==> src/rtl/core/rgr_pkg.sv <==
// ----------------------------------------------------------------------------
// Range gamma remap package
// Shared constants, register indexes, the sideband type that travels along
// the pipeline, and elaboration-time helpers for the exp2 root table.
// ----------------------------------------------------------------------------
package rgr_pkg;

    // Fraction bits of the log2 domain and of the gamma register.
    localparam int LOGF       = 30;
    localparam int GAMMA_FRAC = 16;
    localparam logic [23:0] GAMMA_FLOOR = 24'd7;

    // Widths of the exponent and integer power carried in the sideband.
    localparam int EXPW = 6;
    localparam int IPW  = 16;

    // Register indexes (byte address is four times the index).
    localparam logic [2:0] REG_CONST_MODE  = 3'd0;
    localparam logic [2:0] REG_CONST_VALUE = 3'd1;
    localparam logic [2:0] REG_INPUT_MIN   = 3'd2;
    localparam logic [2:0] REG_INPUT_MAX   = 3'd3;
    localparam logic [2:0] REG_OUTPUT_MIN  = 3'd4;
    localparam logic [2:0] REG_OUTPUT_MAX  = 3'd5;
    localparam logic [2:0] REG_GAMMA       = 3'd6;
    localparam logic [2:0] REG_MAP_FLAGS   = 3'd7;

    // Per-sample control that rides along with the datapath.
    typedef struct packed {
        logic                   neg;   // result takes a negative sign
        logic                   zero;  // power base is zero
        logic                   sat;   // some step saturated
        logic [EXPW-1:0]        expo;  // leading-one position of the base
        logic signed [IPW-1:0]  ip;    // integer part of the power exponent
    } t_side;

    // Floored integer square root, evaluated at elaboration only.
    function automatic logic [63:0] isqrt64(input logic [63:0] x);
        logic [63:0] v;
        logic [63:0] res;
        logic [63:0] b;
        v   = x;
        res = '0;
        b   = 64'd1 << 62;
        for (int i = 0; i < 32; i++) begin
            if (b > v) begin
                b = b >> 2;
            end
        end
        for (int i = 0; i < 32; i++) begin
            if (b != 64'd0) begin
                if (v >= res + b) begin
                    v   = v - (res + b);
                    res = (res >> 1) + b;
                end else begin
                    res = res >> 1;
                end
                b = b >> 2;
            end
        end
        return res;
    endfunction

    // Q2.30 value of 2^(2^-k), built by repeated floored square roots.
    function automatic logic [31:0] exp2_root(input int k);
        logic [63:0] c;
        c = 64'd2 << LOGF;
        for (int j = 1; j <= LOGF; j++) begin
            if (j <= k) begin
                c = isqrt64(c << LOGF);
            end
        end
        return c[31:0];
    endfunction

endpackage

==> src/rtl/core/rgr_log_cell.sv <==
// ----------------------------------------------------------------------------
// Log2 cell
// Squares the normalized mantissa once and yields one fraction bit of the
// base-2 logarithm.
// ----------------------------------------------------------------------------
module rgr_log_cell #(
    parameter int BIT = 29
) (
    input  logic            i_clk,
    input  logic            i_rst_n,
    input  logic            i_en,
    input  logic            i_valid,
    input  logic [30:0]     i_m,
    input  logic [29:0]     i_f,
    input  rgr_pkg::t_side  i_side,
    output logic            o_valid,
    output logic [30:0]     o_m,
    output logic [29:0]     o_f,
    output rgr_pkg::t_side  o_side
);
    import rgr_pkg::*;

    logic [61:0] n_sq;
    logic [31:0] n_hi;

    // Truncating square in Q1.30; a carry into bit 31 means the bit is one.
    always_comb begin
        n_sq = i_m * i_m;
        n_hi = n_sq[61:30];
    end

    logic         r_valid;
    logic [30:0]  r_m;
    logic [29:0]  r_f;
    t_side        r_side;

    always_ff @(posedge i_clk) begin
        if (!i_rst_n) begin
            r_valid <= 1'b0;
        end else if (i_en) begin
            r_valid <= i_valid;
        end
    end

    // Renormalize and record the fraction bit.
    always_ff @(posedge i_clk) begin
        if (i_en) begin
            r_m    <= n_hi[31] ? n_hi[31:1] : n_hi[30:0];
            r_f    <= i_f | (30'(n_hi[31]) << BIT);
            r_side <= i_side;
        end
    end

    assign o_valid = r_valid;
    assign o_m     = r_m;
    assign o_f     = r_f;
    assign o_side  = r_side;

endmodule

==> config.mk <==
export PLATFORM = sky130hd
export DESIGN_NAME = rgr_log_cell
export DESIGN_NICKNAME = d
export VERILOG_FILES = /design/src/rtl/core/rgr_pkg.sv /design/src/rtl/core/rgr_log_cell.sv
export SDC_FILE = /design/constraint.sdc
export NUM_CORES = 2
export LEC_CHECK = 0
export BUFFER_PORTS_ARGS = -buffer_cell sky130_fd_sc_hd__buf_2
export CORE_MARGIN = 2
export CORE_UTILIZATION = 35
export CTS_BUF_LIST = sky130_fd_sc_hd__clkbuf_2
export CTS_CLUSTER_DIAMETER = 150
export DETAILED_ROUTE_END_ITERATION = 10
export PLACE_DENSITY = 0.59
export SLEW_MARGIN = 25
export SYNTH_ARGS = -nofsm -noshare
export SYNTH_HDL_FRONTEND = slang
export SYNTH_SLANG_ARGS = --single-unit
==> constraint.sdc <==
create_clock -name i_clk -period 13.16 [get_ports i_clk]
set_clock_uncertainty 0.2 [all_clocks]
set_input_delay 1.974 -clock i_clk [delete_from_list [all_inputs] [get_ports i_clk]]
set_output_delay 1.974 -clock i_clk [all_outputs]
set_load 0.005 [all_outputs]
=== Yosys cells after proc, flatten, opt, wreduce, memory -nomap -nowiden ===
Cells that the tools add are included.

* Multiplexer cells: 1
* Bitwise logic cells: 1
* Multiply operators: 1

{| class="wikitable"
|+ Operators with widths
! kind !! count
|-
| $mul 31x31->62 || 1
|-
| $mux 30 || 1
|-
| $or 30x30->30 || 1
|}

* Word-level logic and storage cells: 12
* Input port bits: 90
* Register bits: 87
* Output and inout port bits: 87

=== Longest topological paths before layout ===
* Depth in word-level cells: 2
* Depth in mapped cells: 29

=== Worst setup path after synthesis ===
No wires, ideal clock.

* Path type: input port to flip-flop
* Start point: in i_m[25]
* End point: reg r_m[10] (netlist: o_m[10]), data pin
* Slack: 3,503 ps
* Required time: 12,700 ps
* Stages: 26
* Arrival time: 9,197 ps
* Cells stage by stage: clkbuf_1 clkbuf_1 nand2_1 fa_1 fa_1 inv_1 fa_1 inv_1 fa_1 inv_1 fa_1 fa_1 fa_1 inv_1 fa_1 inv_1 ha_1 nand4_1 or2_1 a211oi_2 nor3b_2 o311ai_1 nand3_2 nand2_4 buf_8 mux2_4

* Cells in the longest elaborated chain, start to end: 2

{| class="wikitable"
|+ RTL lines
! item !! line !! source
|-
| start, declared || rgr_log_cell.sv:13 || <nowiki>input logic [30:0] i_m,</nowiki>
|-
| $mul 31x31->62 || rgr_log_cell.sv:28 || <nowiki>n_sq = i_m * i_m;</nowiki>
|-
| $mux 30 || rgr_log_cell.sv:48 || <nowiki>r_m <= n_hi[31] ? n_hi[31:1] : n_hi[30:0];</nowiki>
|-
| end signal, assigned || rgr_log_cell.sv:48 ||
|-
| end, declared || rgr_log_cell.sv:33 || <nowiki>logic [30:0] r_m;</nowiki>
|}

No other way between the ends.
A chain may end at the register's enable or synchronous reset.

=== Final worst setup path ===
* Start point: in i_m[8]
* End point: reg r_m[8] (netlist: o_m[8]), data pin

The elaborated chain is that of the path after synthesis.

==> results.md <==
- Max-Cap Viols: 0
- Asr flop ratio synth: 0
- Setup TNS: 0 ps
- Area Overhead vs Synth: 6.85%
- Kind of end point of the critical path: register
- Final hold vios: 0
- Die Ht: 298 um
- RR Startpoint: o_valid
- Initial DRC count: 1025
- Final period util: 0.787
- Clk root buf: clkbuf_2
- Worst-Margin Slew: 970 ps
- Hold Path Origin: o_valid
- RSZ-0062 raised after global routing: no
- Cell Count, Final, Fillers Out: 4316
- Htree depth: 3
- Number of global-route vias before repair: 22321
- Min-Delay Path Class: reg -> reg
- Synth Register Bits: 87
- IO Pins: 177
- Initial DRT Pass Iterations: 6
- Largest net degree at the start of global routing: 66
- Finished Cell Area: 0.0323 mm2
- CTS tree: done
- Syn Inst Count: 3082
- Reg clk slew, reported paths: 250 ps
- CTS Buf Count: 9
- First-pass GRT wire length: 124 mm
- EDFF count, synth: 86
- Routed Antenna Nets: 0
- Routed length per instance: 17.8 um
- Clock Sinks: 87
- Routed vias/inst: 4.69
- DRC: 0
- Max Clk Rate: 0.0965 GHz
- Starting density of the core: 0.354
- Area contributors post-synth: fa_1, inv_1, ha_1
- Top FF cell, synth: edfxtp_1
- Clk buf depth: 2
- Initial antenna violation count: 1
- R2R Setup Slk: 12290 ps
- Syn_area_per_cell: 9.80 um2
- Final setup viols: 0
- Crit start category: primary input
- Cell variety after synth: 71
- CP arrival: 10540 ps
- Share of layout cells above drive strength 1: 0.0760
- Placement Cell Area: 0.0322 mm2
- Overflow left after global routing: 0
- Placed insts: 4298
- Multi-input combinational cell area: 0.0237 mm2
- I/O Buffers: 176
- Worst setup startpoint: i_m[8]
- Post-CTS Hold Fix Bufs: 0
- CP required: 13340 ps
- Core box area: 0.0854 mm2
- Status: finished clean
- Post-synth top area cell: fa_1
- Worst reg2reg path depth: 2
- Die W: 298 um
- Die Area: 0.0887 mm2
- FF+latch area: 0.00260 mm2
- Final wirelength: 76.8 mm
- # rows: 107
- Synth warn: 0
- Placer Congestion: 0.858
- Crit Path Class: in -> reg
- Crit path max fanout: 28
- Seq/Total Area, Yosys: 0.0861
- Skew-Pair Late Insertion Delay: 590 ps
- Final nets: 4271
- Slew Viols, Final: 0
- CP Capture Point: o_m[8]
- Total track usage: 0.179
- Synth top area share: 0.495
- Dpl hpwl: 62.6 mm
- PostCTS Resize Cnt: 0
- Period minus WS final: 10360 ps
- Vias: 20241
- Relative slew slack: 0.353
- Fillcell total: 8760
- Netlist Area Pre-Place: 0.0302 mm2
- Reg2reg end: o_valid
- Most frequent cells in the layout: inv_1, fa_1, nand2_1
- Syn_nets: 4188
- Commonest non-fill, non-tap cell in the layout: inv_1
- Post-CTS setup buffer count: 0
[layout make-up]
cell class	count	share of cell area
Clock inverter	7	0.00244
Sequential cell	87	0.0806
Multi-Input combinational cell	1965	0.735
Tap cell	1144	0.0443
Antenna cell	2	0.000155
Timing Repair Buffer	185	0.0295
Inverter	917	0.107
Clock buffer	9	0.00140
[critical path: stages]
cell	delay, ps
buf_2	580
inv_1	420
nor2_1	330
fa_1	500
fa_1	570
inv_1	60
fa_1	560
fa_1	450
fa_1	560
inv_1	50
fa_1	450
fa_1	510
fa_1	410
ha_1	340
nand2_1	130
nor2_1	270
nand4b_1	250
o32ai_4	380
nor3b_2	150
o311ai_1	490
nand3_2	250
nand2_4	440
mux2_2	380
[routing by layer]
metal | GRT usage | part of all wire | up-vias
met2 | 0.322 | 0.52 | 446
met5 | 0 | 0 | -
li1 | - | - | 9228
met3 | 0.0191 | 0.044 | 90
met1 | 0.233 | 0.41 | 10477
met4 | 0.0379 | 0.021 | 0
[cell families (layout without fill, tap and decap cells)]
logic type                 count (synthesis)  after routing  share of synthesized area
AOI/OAI and AO/OA                        206            206                     0.0448
xor gates and xnor gates                  60             60                     0.0174
adders and majority gates               1016           1016                      0.606
buffers and inverters                   1030           1118                      0.129
DFF                                       87             87                     0.0861
muxes                                     32             32                     0.0122
other                                      0              2                          0
and+or+nand+nor                          651            651                      0.105
[sequential cells by signal (all words and copies together) (netlist names)]
signal and flops:
o_f 30, o_m 31, o_side 25, o_valid 1
[worst min-delay path by stage]
stage                         end  depth (start not counted)
after floorplan           o_valid                          2
after global placement    o_valid                          2
after detailed placement  o_valid                          2
after CTS                 o_valid                          2
after global routing      o_valid                          2
final                     o_valid                          2
[stage by stage]
stage / utilization / worst slack, ps / hold slack, ps
floorplan: - / 3500 / 307
detailed placement: 0.376 / 2270 / 341
global route: 0.378 / 2490 / 384
CTS: 0.378 / 2970 / 374
global placement: 0.376 / 2340 / 310
finish: 0.378 / 2800 / 367
[cells in the mapped netlist (3+ instances only)]
library cell and n:
and4_1 4, a211oi_1 4, xnor2_1 31, and3_1 6, nand4_1 15, ha_1 269, or2_2 6, nor3_1 14
nand2_1 301, edfxtp_1 86, mux2i_1 15, xor2_1 29, o31ai_1 4, nor2b_1 11, a21oi_1 80, and2_1 191
o21ai_0 33, inv_1 916, mux2_2 9, fa_1 747, nor4_1 4, o211ai_1 9, a31o_2 5, nand3_1 13
a31oi_1 5, nor2_1 67, a21o_1 21, clkbuf_1 108, mux2_4 7, o2111ai_1 3, o21bai_1 11, nand2b_1 6
Power is not shown: default switching activity piles up to over one toggle a cycle in this logic, so the estimate is an artifact.
