File: src/rtl/core/rgr_pkg.sv
// ----------------------------------------------------------------------------
// Range gamma remap package
// Shared constants, register indexes, the sideband type that travels along
// the pipeline, and elaboration-time helpers for the exp2 root table.
// ----------------------------------------------------------------------------
package rgr_pkg;

    // Fraction bits of the log2 domain and of the gamma register.
    localparam int LOGF       = 30;
    localparam int GAMMA_FRAC = 16;
    localparam logic [23:0] GAMMA_FLOOR = 24'd7;

    // Widths of the exponent and integer power carried in the sideband.
    localparam int EXPW = 6;
    localparam int IPW  = 16;

    // Register indexes (byte address is four times the index).
    localparam logic [2:0] REG_CONST_MODE  = 3'd0;
    localparam logic [2:0] REG_CONST_VALUE = 3'd1;
    localparam logic [2:0] REG_INPUT_MIN   = 3'd2;
    localparam logic [2:0] REG_INPUT_MAX   = 3'd3;
    localparam logic [2:0] REG_OUTPUT_MIN  = 3'd4;
    localparam logic [2:0] REG_OUTPUT_MAX  = 3'd5;
    localparam logic [2:0] REG_GAMMA       = 3'd6;
    localparam logic [2:0] REG_MAP_FLAGS   = 3'd7;

    // Per-sample control that rides along with the datapath.
    typedef struct packed {
        logic                   neg;   // result takes a negative sign
        logic                   zero;  // power base is zero
        logic                   sat;   // some step saturated
        logic [EXPW-1:0]        expo;  // leading-one position of the base
        logic signed [IPW-1:0]  ip;    // integer part of the power exponent
    } t_side;

    // Floored integer square root, evaluated at elaboration only.
    function automatic logic [63:0] isqrt64(input logic [63:0] x);
        logic [63:0] v;
        logic [63:0] res;
        logic [63:0] b;
        v   = x;
        res = '0;
        b   = 64'd1 << 62;
        for (int i = 0; i < 32; i++) begin
            if (b > v) begin
                b = b >> 2;
            end
        end
        for (int i = 0; i < 32; i++) begin
            if (b != 64'd0) begin
                if (v >= res + b) begin
                    v   = v - (res + b);
                    res = (res >> 1) + b;
                end else begin
                    res = res >> 1;
                end
                b = b >> 2;
            end
        end
        return res;
    endfunction

    // Q2.30 value of 2^(2^-k), built by repeated floored square roots.
    function automatic logic [31:0] exp2_root(input int k);
        logic [63:0] c;
        c = 64'd2 << LOGF;
        for (int j = 1; j <= LOGF; j++) begin
            if (j <= k) begin
                c = isqrt64(c << LOGF);
            end
        end
        return c[31:0];
    endfunction

endpackage

File: src/rtl/core/rgr_exp_cell.sv
// ----------------------------------------------------------------------------
// Exp2 cell
// Multiplies the mantissa by the root constant 2^(2^-K) when fraction bit
// LOGF-K of the exponent is set, rounding half up.
// ----------------------------------------------------------------------------
module rgr_exp_cell #(
    parameter int K = 1
) (
    input  logic            i_clk,
    input  logic            i_rst_n,
    input  logic            i_en,
    input  logic            i_valid,
    input  logic [31:0]     i_m,
    input  logic [29:0]     i_fp,
    input  rgr_pkg::t_side  i_side,
    output logic            o_valid,
    output logic [31:0]     o_m,
    output logic [29:0]     o_fp,
    output rgr_pkg::t_side  o_side
);
    import rgr_pkg::*;

    localparam logic [31:0] ROOT = exp2_root(K);

    logic [63:0] n_prod;

    // Rounded Q2.30 product.
    always_comb begin
        n_prod = i_m * ROOT + (64'd1 << (LOGF - 1));
    end

    logic         r_valid;
    logic [31:0]  r_m;
    logic [29:0]  r_fp;
    t_side        r_side;

    always_ff @(posedge i_clk) begin
        if (!i_rst_n) begin
            r_valid <= 1'b0;
        end else if (i_en) begin
            r_valid <= i_valid;
        end
    end

    always_ff @(posedge i_clk) begin
        if (i_en) begin
            r_m    <= i_fp[LOGF-K] ? n_prod[61:30] : i_m;
            r_fp   <= i_fp;
            r_side <= i_side;
        end
    end

    assign o_valid = r_valid;
    assign o_m     = r_m;
    assign o_fp    = r_fp;
    assign o_side  = r_side;

endmodule

File: config.mk
export PLATFORM = sky130hd
export DESIGN_NAME = rgr_exp_cell
export DESIGN_NICKNAME = d
export VERILOG_FILES = /design/src/rtl/core/rgr_pkg.sv /design/src/rtl/core/rgr_exp_cell.sv
export SDC_FILE = /design/constraint.sdc
export NUM_CORES = 1
export LEC_CHECK = 0
export BUFFER_PORTS_ARGS = -buffer_cell sky130_fd_sc_hd__buf_2
export CAP_MARGIN = 30
export CORE_UTILIZATION = 40
export CTS_BUF_LIST = sky130_fd_sc_hd__clkbuf_2
export DETAILED_ROUTE_END_ITERATION = 7
export PLACE_DENSITY = 0.53
export SLEW_MARGIN = 20
export SYNTH_ARGS = -nofsm -noshare
export SYNTH_HDL_FRONTEND = slang
export SYNTH_SLANG_ARGS = --single-unit
File: constraint.sdc
create_clock -name i_clk -period 7.8 [get_ports i_clk]
set_input_delay 0.39 -clock i_clk [delete_from_list [all_inputs] [get_ports i_clk]]
set_output_delay 0.39 -clock i_clk [all_outputs]
set_load 0.005 [all_outputs]
# == Yosys cells after proc, flatten, opt, wreduce, memory -nomap -nowiden ==
# Index checks and enable logic that the tools add are counted.
# word_totals
output_inout_bits,88
romBits,0
mem_count,0
input_bits,91
latchBits,0
ff_bits,88
ramBits,0
# op_classes
addsub,1
n_mux,1
magnitude_cmp,0
shift,0
reduce_logical,0
multipliers,1
bitwise,0
n_div,0
eq_ne,0
# ops
op,n
adder 62 x 30 -> 62 bit (second input constant),1
multiplier 32 x 31 -> 62 bit (second input constant),1
2-to-1 mux 32 bit,1

# == Longest topological paths before layout ==
# logic_depth
ltp_word,3
depth_mapped,25
depth_no_buf,25

# == Worst setup path after synthesis ==
# OpenSTA, ideal clock, no wires.
# synth_path
path_type,in2reg
startpoint,input port i_m[5]
endpoint,register r_m[17] (netlist: o_m[17]) (data pin)
setup_time_ns,0.260
required_ns,7.540
stages,25
path_slack_ns,1.130
n_path_buf,0
arrival_time_ns,6.410
cell_sequence,ha_1 ha_1 a21o_1 fa_1 inv_1 fa_1 inv_1 fa_1 inv_1 fa_1 inv_1 fa_1 inv_1 fa_1 inv_1 ha_1 nand2_1 nor4_1 o21ai_1 o221ai_4 a41oi_4 o31a_1 o21ai_1 xor2_1 mux2_2
# synth_between
elab_chain_cells,3
# synth_rtl
item,line_no,source
from (decl),rgr_exp_cell.sv:13,"input logic [31:0] i_m,"
multiplier 32 x 31 -> 62 bit,rgr_exp_cell.sv:29,n_prod = i_m * ROOT + (64'd1 << (LOGF - 1));
adder 62 x 30 -> 62 bit,rgr_exp_cell.sv:29,
2-to-1 mux 32 bit,rgr_exp_cell.sv:47,r_m <= i_fp[LOGF-K] ? n_prod[61:30] : i_m;
to (signal assigned),rgr_exp_cell.sv:47,
to (decl),rgr_exp_cell.sv:33,logic [31:0] r_m;
# No other way between the ends.
# A chain may end at the register's enable or synchronous reset.

# == Worst setup path after layout ==
# layout_path
startpoint,input port i_m[10]
endpoint,register r_m[30] (netlist: o_m[30]) (data pin)
# The elaborated chain is that of the path after synthesis.

==> flow_metrics.py <==
metrics = {
    "status": {
        "run_status": "completed",
    },
    "floorplanning": {
        "die_area_um2": 51060,
        "die_h_um": 226.0,
        "core.rowCount": 81,
        "start_util": 0.4073,
        "coreArea_um2": 49250,
        "io_pins": 179,
        "die_w_um": 226.0,
    },
    "clock_tree": {
        "cts.sinks": 88,
        "h-tree-depth": 3,
        "cts_tree": "done",
        "clockBufferDepth": 2,
        "clockRootBuffer": "clkbuf_2",
        "cts_resized": 0,
        "cts.clk_slew.worst_paths_ps": 250,
        "cts_buffers": 9,
        "worst_skew_pair.late_latency_ps": 550,
    },
    "routing": {
        "remaining_drc_errors": 0,
        "routed_wl_mm": 58.83,
        "first_pass_iters": 6,
        "viasPerCell": 4.987,
        "num_vias": 14170,
        "drt_iter0_drc": 830,
        "post_drt_wl_per_cell_um": 20.71,
        "ant_nets": 0,
    },
    "setup_path": {
        "startpoint_type": "input pin",
        "cp.required_ps": 8110,
        "path_class": "input pin to flip-flop",
        "cp_num_buf_inv": 5,
        "critical-path-max-stage-delay_ps": 510,
        "crit_fanout": 7,
        "end_kind": "flip-flop",
        "crit_arrival_ps": 7330,
        "cp_common_cell": "fa_1",
        "crit_slowest_cell": "fa_1",
        "crit_family": "adder cells",
    },
    "placement": {
        "hpwlAfterDp_mm": 52.47,
        "place_congestion": 0.8976,
        "io_buffers": 178,
    },
    "layout": {
        "nets": 3040,
        "final_common_cell": "inv_1",
        "fillers": 4826,
        "final_layout_size_suffix_gt1_frac": 0.1268,
        "area_growth_pct": 13.35,
        "diodes": 0,
        "final_cell_mix": "inv_1 (537), ha_1 (444), fa_1 (333)",
    },
    "job": {
        "maxCapViolations": 0,
    },
    "worst_hold_path": {
        "min_path_type": "input pin to flip-flop",
    },
    "yosys": {
        "syn_area_um2": 20060,
        "synth_flop_cell": "edfxtp_1",
        "syn-num-nets": 2766,
        "synth_seq_cells": 88,
        "yosysSeqAreaShare": 0.1312,
        "ys_warn_count": 0,
        "synth_edf_count": 87,
        "synth_cell_types": 63,
        "avgSynthCellArea_um2": 10.57,
        "synthCells": 1898,
        "synth-async-reset-ratio": 0,
    },
    "global_route": {
        "grt_usage": 0.2394,
        "antenna_found_initial": 4,
        "grt_pass1_wl_mm": 90.31,
        "grt_max_degree": 61,
        "grt_pass1_vias": 15350,
        "overflow": 0,
    },
    "sta": {
        "period_minus_slack_ps": 7023,
        "max_clock_freq_mhz": 142.4,
        "holdWs_ps": 90.39,
        "hold_violations": 0,
        "rsz0062_at_grt": "no",
        "slew_headroom": 0.4979,
        "final-setup-viol-count": 0,
        "worstMarginPinSlew_ps": 752.3,
        "slew_violations": 0,
        "period_share": 0.9004,
        "fin_setup_tns_ps": 0,
        "skew_ps": 0,
    },
}
-- cells by family after synthesis --
logic type / after synthesis / synth area share
fa+ha+maj: 777 / 0.6092
buf+inv: 555 / 0.1040
compound gates: 208 / 0.06910
simple gates: 180 / 0.04496
flops: 88 / 0.1312
xor+xnor: 69 / 0.03012
mux: 21 / 0.01147
-- through the flow --
step | setup slack [ps] | area [um2] | util | instances
6_report | 776.8 | 22740 | 0.4617 | 2841
5_1_grt | 583.9 | 22740 | 0.4617 | 2841
4_1_cts | 834.4 | 22740 | 0.4617 | 2841
3_5_place_dp | 177.9 | 22100 | 0.4486 | 2770
3_3_place_gp | 221.6 | 22070 | 0.4481 | 2769
2_1_floorplan | 1130 | 20060 | - | 1898
-- worst register-to-register path, stage by stage (launching register included) --
cell	delay [ps]
dfxtp_1	400
mux2i_1	70
nor2b_1	120
-- cell usage after synthesis (all sizes together) (5+ instances only) --
library cell | count | share of area
inv | 537 | 0.10
ha | 444 | 0.28
fa | 333 | 0.33
edfxtp | 87 | 0.13
a21oi | 78 | 0.020
nand2 | 62 | 0.012
xor2 | 43 | 0.019
o21ai | 40 | 0.010
a21o | 37 | 0.014
xnor2 | 26 | 0.011
nor2 | 24 | 0.0046
nand4 | 19 | 0.0059
and2 | 17 | 0.0053
clkbuf | 16 | 0.0030
mux2 | 16 | 0.0090
nor3 | 13 | 0.0032
nand3 | 11 | 0.0027
o21bai | 10 | 0.0037
o211ai | 7 | 0.0026
and3 | 6 | 0.0019
mux2i | 5 | 0.0025
nand3b | 5 | 0.0019
o21a | 5 | 0.0019
-- layer usage --
layer	GRT usage	part of all wire	wire length [um]
met4	0.04564	0.019	1122
met2	0.4045	0.48	28310
met3	0.02303	0.039	2282
met1	0.3337	0.46	27110
met5	0	0	0
-- flip-flops by register name (all words and copies together) (netlist names) --
name / flops
o_side: 25
o_valid: 1
o_m: 32
o_fp: 30
-- repair_timing --
item,CTS,global route
hold buffers,55,0
setup endpoints to repair,0,0
setup buffers,0,0
hold endpoints to repair,55,0
-- path summary, 6_finish.rpt --
kind | depth (start not counted) | slack (ps) | end | start
worst max-delay path | 25 | 780 | o_m[30] | i_m[10]
worst min-delay path | 3 | 90 | o_valid | i_valid
worst max register to register | 2 | 7180 | o_valid | o_valid
worst min register to register | 2 | 560 | o_valid | o_valid
-- layout make-up --
cell class,count,area (um2),share of cell area
clock buffers,10,50.05,0.002201
clock inverters,6,42.54,0.001871
inverters,537,2016,0.08864
multi-input cells,1255,15340,0.6748
flip-flops and latches,88,2633,0.1158
well taps,664,830.8,0.03653
repair buffers,281,1824,0.08022
Power is left out: the tool's default activity adds up to more than one toggle a clock period on the data nets, which glitch-free logic cannot reach.
