===== src/rtl/core/rgr_pkg.sv =====
// ----------------------------------------------------------------------------
// Range gamma remap package
// Shared constants, register indexes, the sideband type that travels along
// the pipeline, and elaboration-time helpers for the exp2 root table.
// ----------------------------------------------------------------------------
package rgr_pkg;

    // Fraction bits of the log2 domain and of the gamma register.
    localparam int LOGF       = 30;
    localparam int GAMMA_FRAC = 16;
    localparam logic [23:0] GAMMA_FLOOR = 24'd7;

    // Widths of the exponent and integer power carried in the sideband.
    localparam int EXPW = 6;
    localparam int IPW  = 16;

    // Register indexes (byte address is four times the index).
    localparam logic [2:0] REG_CONST_MODE  = 3'd0;
    localparam logic [2:0] REG_CONST_VALUE = 3'd1;
    localparam logic [2:0] REG_INPUT_MIN   = 3'd2;
    localparam logic [2:0] REG_INPUT_MAX   = 3'd3;
    localparam logic [2:0] REG_OUTPUT_MIN  = 3'd4;
    localparam logic [2:0] REG_OUTPUT_MAX  = 3'd5;
    localparam logic [2:0] REG_GAMMA       = 3'd6;
    localparam logic [2:0] REG_MAP_FLAGS   = 3'd7;

    // Per-sample control that rides along with the datapath.
    typedef struct packed {
        logic                   neg;   // result takes a negative sign
        logic                   zero;  // power base is zero
        logic                   sat;   // some step saturated
        logic [EXPW-1:0]        expo;  // leading-one position of the base
        logic signed [IPW-1:0]  ip;    // integer part of the power exponent
    } t_side;

    // Floored integer square root, evaluated at elaboration only.
    function automatic logic [63:0] isqrt64(input logic [63:0] x);
        logic [63:0] v;
        logic [63:0] res;
        logic [63:0] b;
        v   = x;
        res = '0;
        b   = 64'd1 << 62;
        for (int i = 0; i < 32; i++) begin
            if (b > v) begin
                b = b >> 2;
            end
        end
        for (int i = 0; i < 32; i++) begin
            if (b != 64'd0) begin
                if (v >= res + b) begin
                    v   = v - (res + b);
                    res = (res >> 1) + b;
                end else begin
                    res = res >> 1;
                end
                b = b >> 2;
            end
        end
        return res;
    endfunction

    // Q2.30 value of 2^(2^-k), built by repeated floored square roots.
    function automatic logic [31:0] exp2_root(input int k);
        logic [63:0] c;
        c = 64'd2 << LOGF;
        for (int j = 1; j <= LOGF; j++) begin
            if (j <= k) begin
                c = isqrt64(c << LOGF);
            end
        end
        return c[31:0];
    endfunction

endpackage


===== src/rtl/core/rgr_div_cell.sv =====
// ----------------------------------------------------------------------------
// Divider cell
// One restoring-division step: shifts in one dividend bit, subtracts the
// divisor when it fits and shifts the quotient bit into the word.
// ----------------------------------------------------------------------------
module rgr_div_cell #(
    parameter int QW = 49
) (
    input  logic            i_clk,
    input  logic            i_rst_n,
    input  logic            i_en,
    input  logic [31:0]     i_width,
    input  logic            i_valid,
    input  logic [31:0]     i_rem,
    input  logic [QW-1:0]   i_dq,
    input  rgr_pkg::t_side  i_side,
    output logic            o_valid,
    output logic [31:0]     o_rem,
    output logic [QW-1:0]   o_dq,
    output rgr_pkg::t_side  o_side
);
    import rgr_pkg::*;

    logic [32:0] n_trial;
    logic [32:0] n_diff;
    logic        n_fits;

    // Trial subtract of the divisor from the shifted remainder.
    always_comb begin
        n_trial = {i_rem, i_dq[QW-1]};
        n_diff  = n_trial - {1'b0, i_width};
        n_fits  = (n_trial >= {1'b0, i_width});
    end

    logic            r_valid;
    logic [31:0]     r_rem;
    logic [QW-1:0]   r_dq;
    t_side           r_side;

    // Valid bit of the cell.
    always_ff @(posedge i_clk) begin
        if (!i_rst_n) begin
            r_valid <= 1'b0;
        end else if (i_en) begin
            r_valid <= i_valid;
        end
    end

    // Remainder and quotient word.
    always_ff @(posedge i_clk) begin
        if (i_en) begin
            r_rem  <= n_fits ? n_diff[31:0] : n_trial[31:0];
            r_dq   <= {i_dq[QW-2:0], n_fits};
            r_side <= i_side;
        end
    end

    assign o_valid = r_valid;
    assign o_rem   = r_rem;
    assign o_dq    = r_dq;
    assign o_side  = r_side;

endmodule


===== config.mk =====
export PLATFORM = sky130hd
export DESIGN_NAME = rgr_div_cell
export DESIGN_NICKNAME = d
export VERILOG_FILES = /design/src/rtl/core/rgr_pkg.sv /design/src/rtl/core/rgr_div_cell.sv
export SDC_FILE = /design/constraint.sdc
export NUM_CORES = 1
export LEC_CHECK = 0
export BUFFER_PORTS_ARGS = -buffer_cell sky130_fd_sc_hd__buf_2
export CORE_MARGIN = 10
export CORE_UTILIZATION = 47
export DETAILED_ROUTE_END_ITERATION = 10
export GPL_TIMING_DRIVEN = 0
export PLACE_DENSITY = 0.84
export SYNTH_ARGS = -nofsm -noshare
export SYNTH_HDL_FRONTEND = slang
export SYNTH_SLANG_ARGS = --single-unit

===== constraint.sdc =====
create_clock -name i_clk -period 4 [get_ports i_clk]
set_clock_uncertainty 0.05 [all_clocks]
set_input_delay 0.4 -clock i_clk [delete_from_list [all_inputs] [get_ports i_clk]]
set_output_delay 0.4 -clock i_clk [all_outputs]
set_load 0.1 [all_outputs]

# [Word level (Yosys, flattened, before mapping)]
# Index checks and enable logic that the tools add are counted.
[op_classes] addsub=1 order_cmp=1 mux=1
[ops] cell="33-bit by 32-bit greater-or-equal comparator with 1-bit output" count=1
[ops] cell="32-bit two-way mux" count=1
[ops] cell="32-bit subtractor" count=1
[word_totals] ff_bits=107 out_inout_bits=107 elab_cells=11

# [Depth between registers and ports, before layout]
[depth] depth_word=2 depth_mapped=13

# [Least setup slack after synthesis]
# OpenSTA, ideal clock, no wires.
[synth_path] path_kind="in2reg" from="in i_width[7]" to="reg r_rem[13] (netlist: o_rem[13]), data pin" setup_time_ps=262 t_arrival_ps=2914 required_time_ps=3688 slack_ps=774 path_stages=12 path_buffers=2 cell_sequence="inv_1 ha_1 buf_2 nand4_1 or4_1 a21oi_1 nor3_1 a211oi_2 o21ai_2 o31ai_4 buf_4 mux2_1"
[synth_via] elab_chain_len=2 elab_cells_between_ends=3
[synth_lines] item="from (decl)" line_no="rgr_div_cell.sv:12" source="input logic [31:0] i_width,"
[synth_lines] item="32-bit subtractor or 33-bit by 32-bit greater-or-equal comparator with 1-bit output (tied branches)" line_no="rgr_div_cell.sv:31, rgr_div_cell.sv:32"
[synth_lines] item="32-bit two-way mux (*)" line_no="rgr_div_cell.sv:52" source="r_rem <= n_fits ? n_diff[31:0] : n_trial[31:0];"
[synth_lines] item="to (signal assigned)" line_no="rgr_div_cell.sv:52"
[synth_lines] item="to (decl)" line_no="rgr_div_cell.sv:36" source="logic [31:0] r_rem;"
# Every way passes the cells marked *; elsewhere a longest branch is shown, timed or not.
# A chain may end at the register's enable or synchronous reset.

# [Worst setup path after layout]
[layout_path] from="in i_dq[48]" to="reg r_rem[30] (netlist: o_rem[30]), data pin"
[layout_via] elab_chain_len=2 elab_cells_between_ends=3
[layout_lines] item="from (decl)" line_no="rgr_div_cell.sv:15" source="input logic [QW-1:0] i_dq,"
[layout_lines] item="32-bit subtractor or 33-bit by 32-bit greater-or-equal comparator with 1-bit output (tied branches)" line_no="rgr_div_cell.sv:31, rgr_div_cell.sv:32"
[layout_lines] item="32-bit two-way mux (*)" line_no="rgr_div_cell.sv:52"
# Marks and branches as above.

==> results.yml <==
clock_network:
  cts-root-buf: "clkbuf_16"
  postCtsHoldBufs: 0
  cts_buffer_depth: 2
  cts_buffers: 9
  cts_tree: "done"
  cts.sinks: 107
  postCtsSetupRepairBufs: 0
  h-tree-depth: 3
  clk-insertion-delay-late_ns: 0.34
  cts.clk_slew.worst_paths_ns: 0.08
  cts_resized: 0
yosys:
  synth-seq-area-share: 0.590
  ys.flop_type: "edfxtp_1"
  ys_warn_count: 0
  mappedNetlistArea_um2: 5430
  synth_cell_types: 49
  netlist_instances: 454
  synth_enable_flop_cells: 106
  avgSynthCellArea_um2: 12.0
  ys_seq_elements: 107
  async_flop_share: 0
  syn_nets: 629
critical_path:
  r2r-end: "o_valid"
  critPathBufInv: 2
  path_delay_family: "compound AO/OA/AOI/OAI gates"
  r2r.worst_path.cells: 2
  r2r_slack_ns: 3.30
  crit_path_start: "i_dq[48]"
  critPathLaunchType: "input port"
  max_stage_delay_ns: 0.43
  required_ns: 4.05
  criticalPathCategory: "in -> reg"
  critPathSlowestCell: "o41ai_1"
  end_kind: "flip-flop"
  path_max_fanout: 4
  crit_top_cell: "a21oi_1"
  reg2reg_from: "o_valid"
  worstSetupPathDepth: 13
  crit_chain: "buf_2 > inv_1 > ha_1 > fa_1 > nand2b_1 > a21oi_1 > o21ai_0 > o311a_1 > a31oi_1 > a21oi_1 > o41ai_1 > xor2_1 > mux2_1"
  arrival_ns: 3.56
finish:
  fill_cells: 890
  utilization: 0.633
  multi_input_area_um2: 1990
  instances_no_fill: 864
  drive_gt1_frac: 0.399
  final_area_um2: 7190
  synthToLayoutAreaGrowth_pct: 32.5
  nets: 889
  regArea_um2: 3200
timing:
  worst_pin_slew_ns: 0.583
  fin_crit_sh: 0.876
  post-route-min-period_ns: 3.51
  final_max_slew_viol_count: 0
  fmax_mhz: 285
  hold_ws_ns: 0.176
  maxSlewHeadroom: 0.607
  worst_slack_ns: 0.495
  finalHoldViolCount: 0
  setup_tns_ns: 0
  setup_viol: 0
  rsz0062_at_grt: "no"
floorplan:
  die_x_um: 127
  die_height_um: 127
  rows: 39
  dieArea_um2: 16200
  start_util: 0.477
  io_pins: 249
  core_um2: 11400
pwr:
  pwr-share-comb: 0.385
  clock_power_share: 0.243
  leakagePower_nw: 3.29
  swShare: 0.428
  seq_power_share: 0.372
  intPower_mw: 2.16
  p_per_area_nw_per_um2: 524
  power_mw: 3.77
  vdd_drop_max_v: 0.000533
  p_sw_mw: 1.61
placed_design:
  portBuffers: 248
  gp_congestion: 0.889
  dpl.cell_count: 846
  dp_hpwl_um: 14200
  dp_slack_ns: 0.168
  place_area_um2: 6880
worst_hold_path:
  hold_depth: 1
  holdCritStartpoint: "i_side[5]"
  whs_endpoint: "o_side[5]"
  hp-class: "in -> reg"
routing:
  ant_nets: 0
  first_pass_iters: 5
  drt_iter0_markers: 322
  vias: 4588
  wl_per_cell_um: 20.4
  routed_wl_um: 17600
  drc: 0
  vias_per_cell: 5.31
global_routing:
  grt_pass1_vias: 4734
  grt_pass1_wl_um: 26000
  overflow: 0
  grt_max_degree: 81
  grt_antenna_before_repair: 3
  grtUsageTotal: 0.204
status:
  status: "completed"
flow_run:
  maxCapViolCount: 0
placed cells by master (no fill, tap or decap), types with 5 or more instances in the layout:
cell / count
xnor2_1: 15
nand4_1: 8
nand2_1: 26
edfxtp_1: 106
mux2_2: 6
a21o_1: 12
a31oi_1: 5
o21a_1: 6
inv_1: 38
clkbuf_16: 9
buf_2: 255
o21ai_0: 16
xor2_1: 12
a21oi_1: 56
ha_1: 32
nand3_1: 8
clkbuf_1: 6
nor2_1: 35
synthesized netlist by cell type, types with 2 or more instances:
master	n	area share
edfxtp_1	106	0.59
a21oi_1	56	0.052
inv_1	38	0.026
nor2_1	35	0.024
ha_1	32	0.074
nand2_1	26	0.018
o21ai_0	16	0.015
xnor2_1	15	0.024
a21o_1	12	0.017
xor2_1	12	0.019
buf_2	8	0.0074
nand3_1	8	0.0074
nand4_1	8	0.0092
clkbuf_1	6	0.0041
mux2_2	6	0.012
o21a_1	6	0.0083
a31oi_1	5	0.0058
mux2_1	4	0.0083
nor2b_1	4	0.0046
nor4_1	4	0.0046
o211ai_1	4	0.0055
a211oi_1	3	0.0041
buf_4	3	0.0041
nand2b_1	3	0.0035
o21bai_1	3	0.0041
a2bb2oi_1	2	0.0032
and2_1	2	0.0023
and4_1	2	0.0032
mux2i_1	2	0.0037
nor3_1	2	0.0018
o22ai_1	2	0.0023
or4_1	2	0.0028
how the worst max path moves through the flow:
stage	endpoint	slack [ns]
final	o_rem[30]	0.49
after global routing	o_rem[13]	0.27
after CTS	o_rem[15]	0.53
after detailed placement	o_rem[15]	0.17
after global placement	o_rem[15]	0.12
after floorplan	o_rem[13]	0.77
flip-flops by register name, indices dropped and copies added (netlist names):
name     flops
o_valid      1
o_side      25
o_rem       32
o_dq        49
metal layers:
| layer | GRT usage | wire length (µm) | part of all wire | vias to the layer above |
|---|---|---|---|---|
| met5 | 0 | 7 | 0.00040 | - |
| met4 | 0.0703 | 428 | 0.024 | 2 |
| met3 | 0.0620 | 1690 | 0.096 | 29 |
| met2 | 0.359 | 8970 | 0.51 | 220 |
| met1 | 0.228 | 6500 | 0.37 | 2142 |
| li1 | - | - | - | 2195 |
power groups by stage:
stage / clock (mW) / combinational [mW] / sequential [mW]
after global routing: 0.981 / 1.52 / 1.41
after global placement: 0 / 1.43 / 1.42
final: 0.916 / 1.45 / 1.40
after detailed placement: 0 / 1.45 / 1.43
after CTS: 0.938 / 1.46 / 1.40
after floorplan: 0 / 0.312 / 2.26
cell type report:
class | instances | share of cell area
plain buffers | 18 | 0.0125
diodes | 2 | 0.000696
inverters | 38 | 0.0198
well taps | 143 | 0.0249
clock buffers | 9 | 0.0313
multi-input cells | 291 | 0.277
flip-flops and latches | 107 | 0.445
repair buffers | 249 | 0.177
clock inverters | 7 | 0.0117
cell families after synthesis:
| family | share of synthesized area |
|---|---|
| AOI/OAI and AO/OA | 0.135 |
| xor gates and xnor gates | 0.0436 |
| adders and majority gates | 0.0774 |
| buffers and inverters | 0.0429 |
| DFF | 0.590 |
| muxes | 0.0244 |
| and+or+nand+nor | 0.0869 |
(Power assumes the default switching activity.)
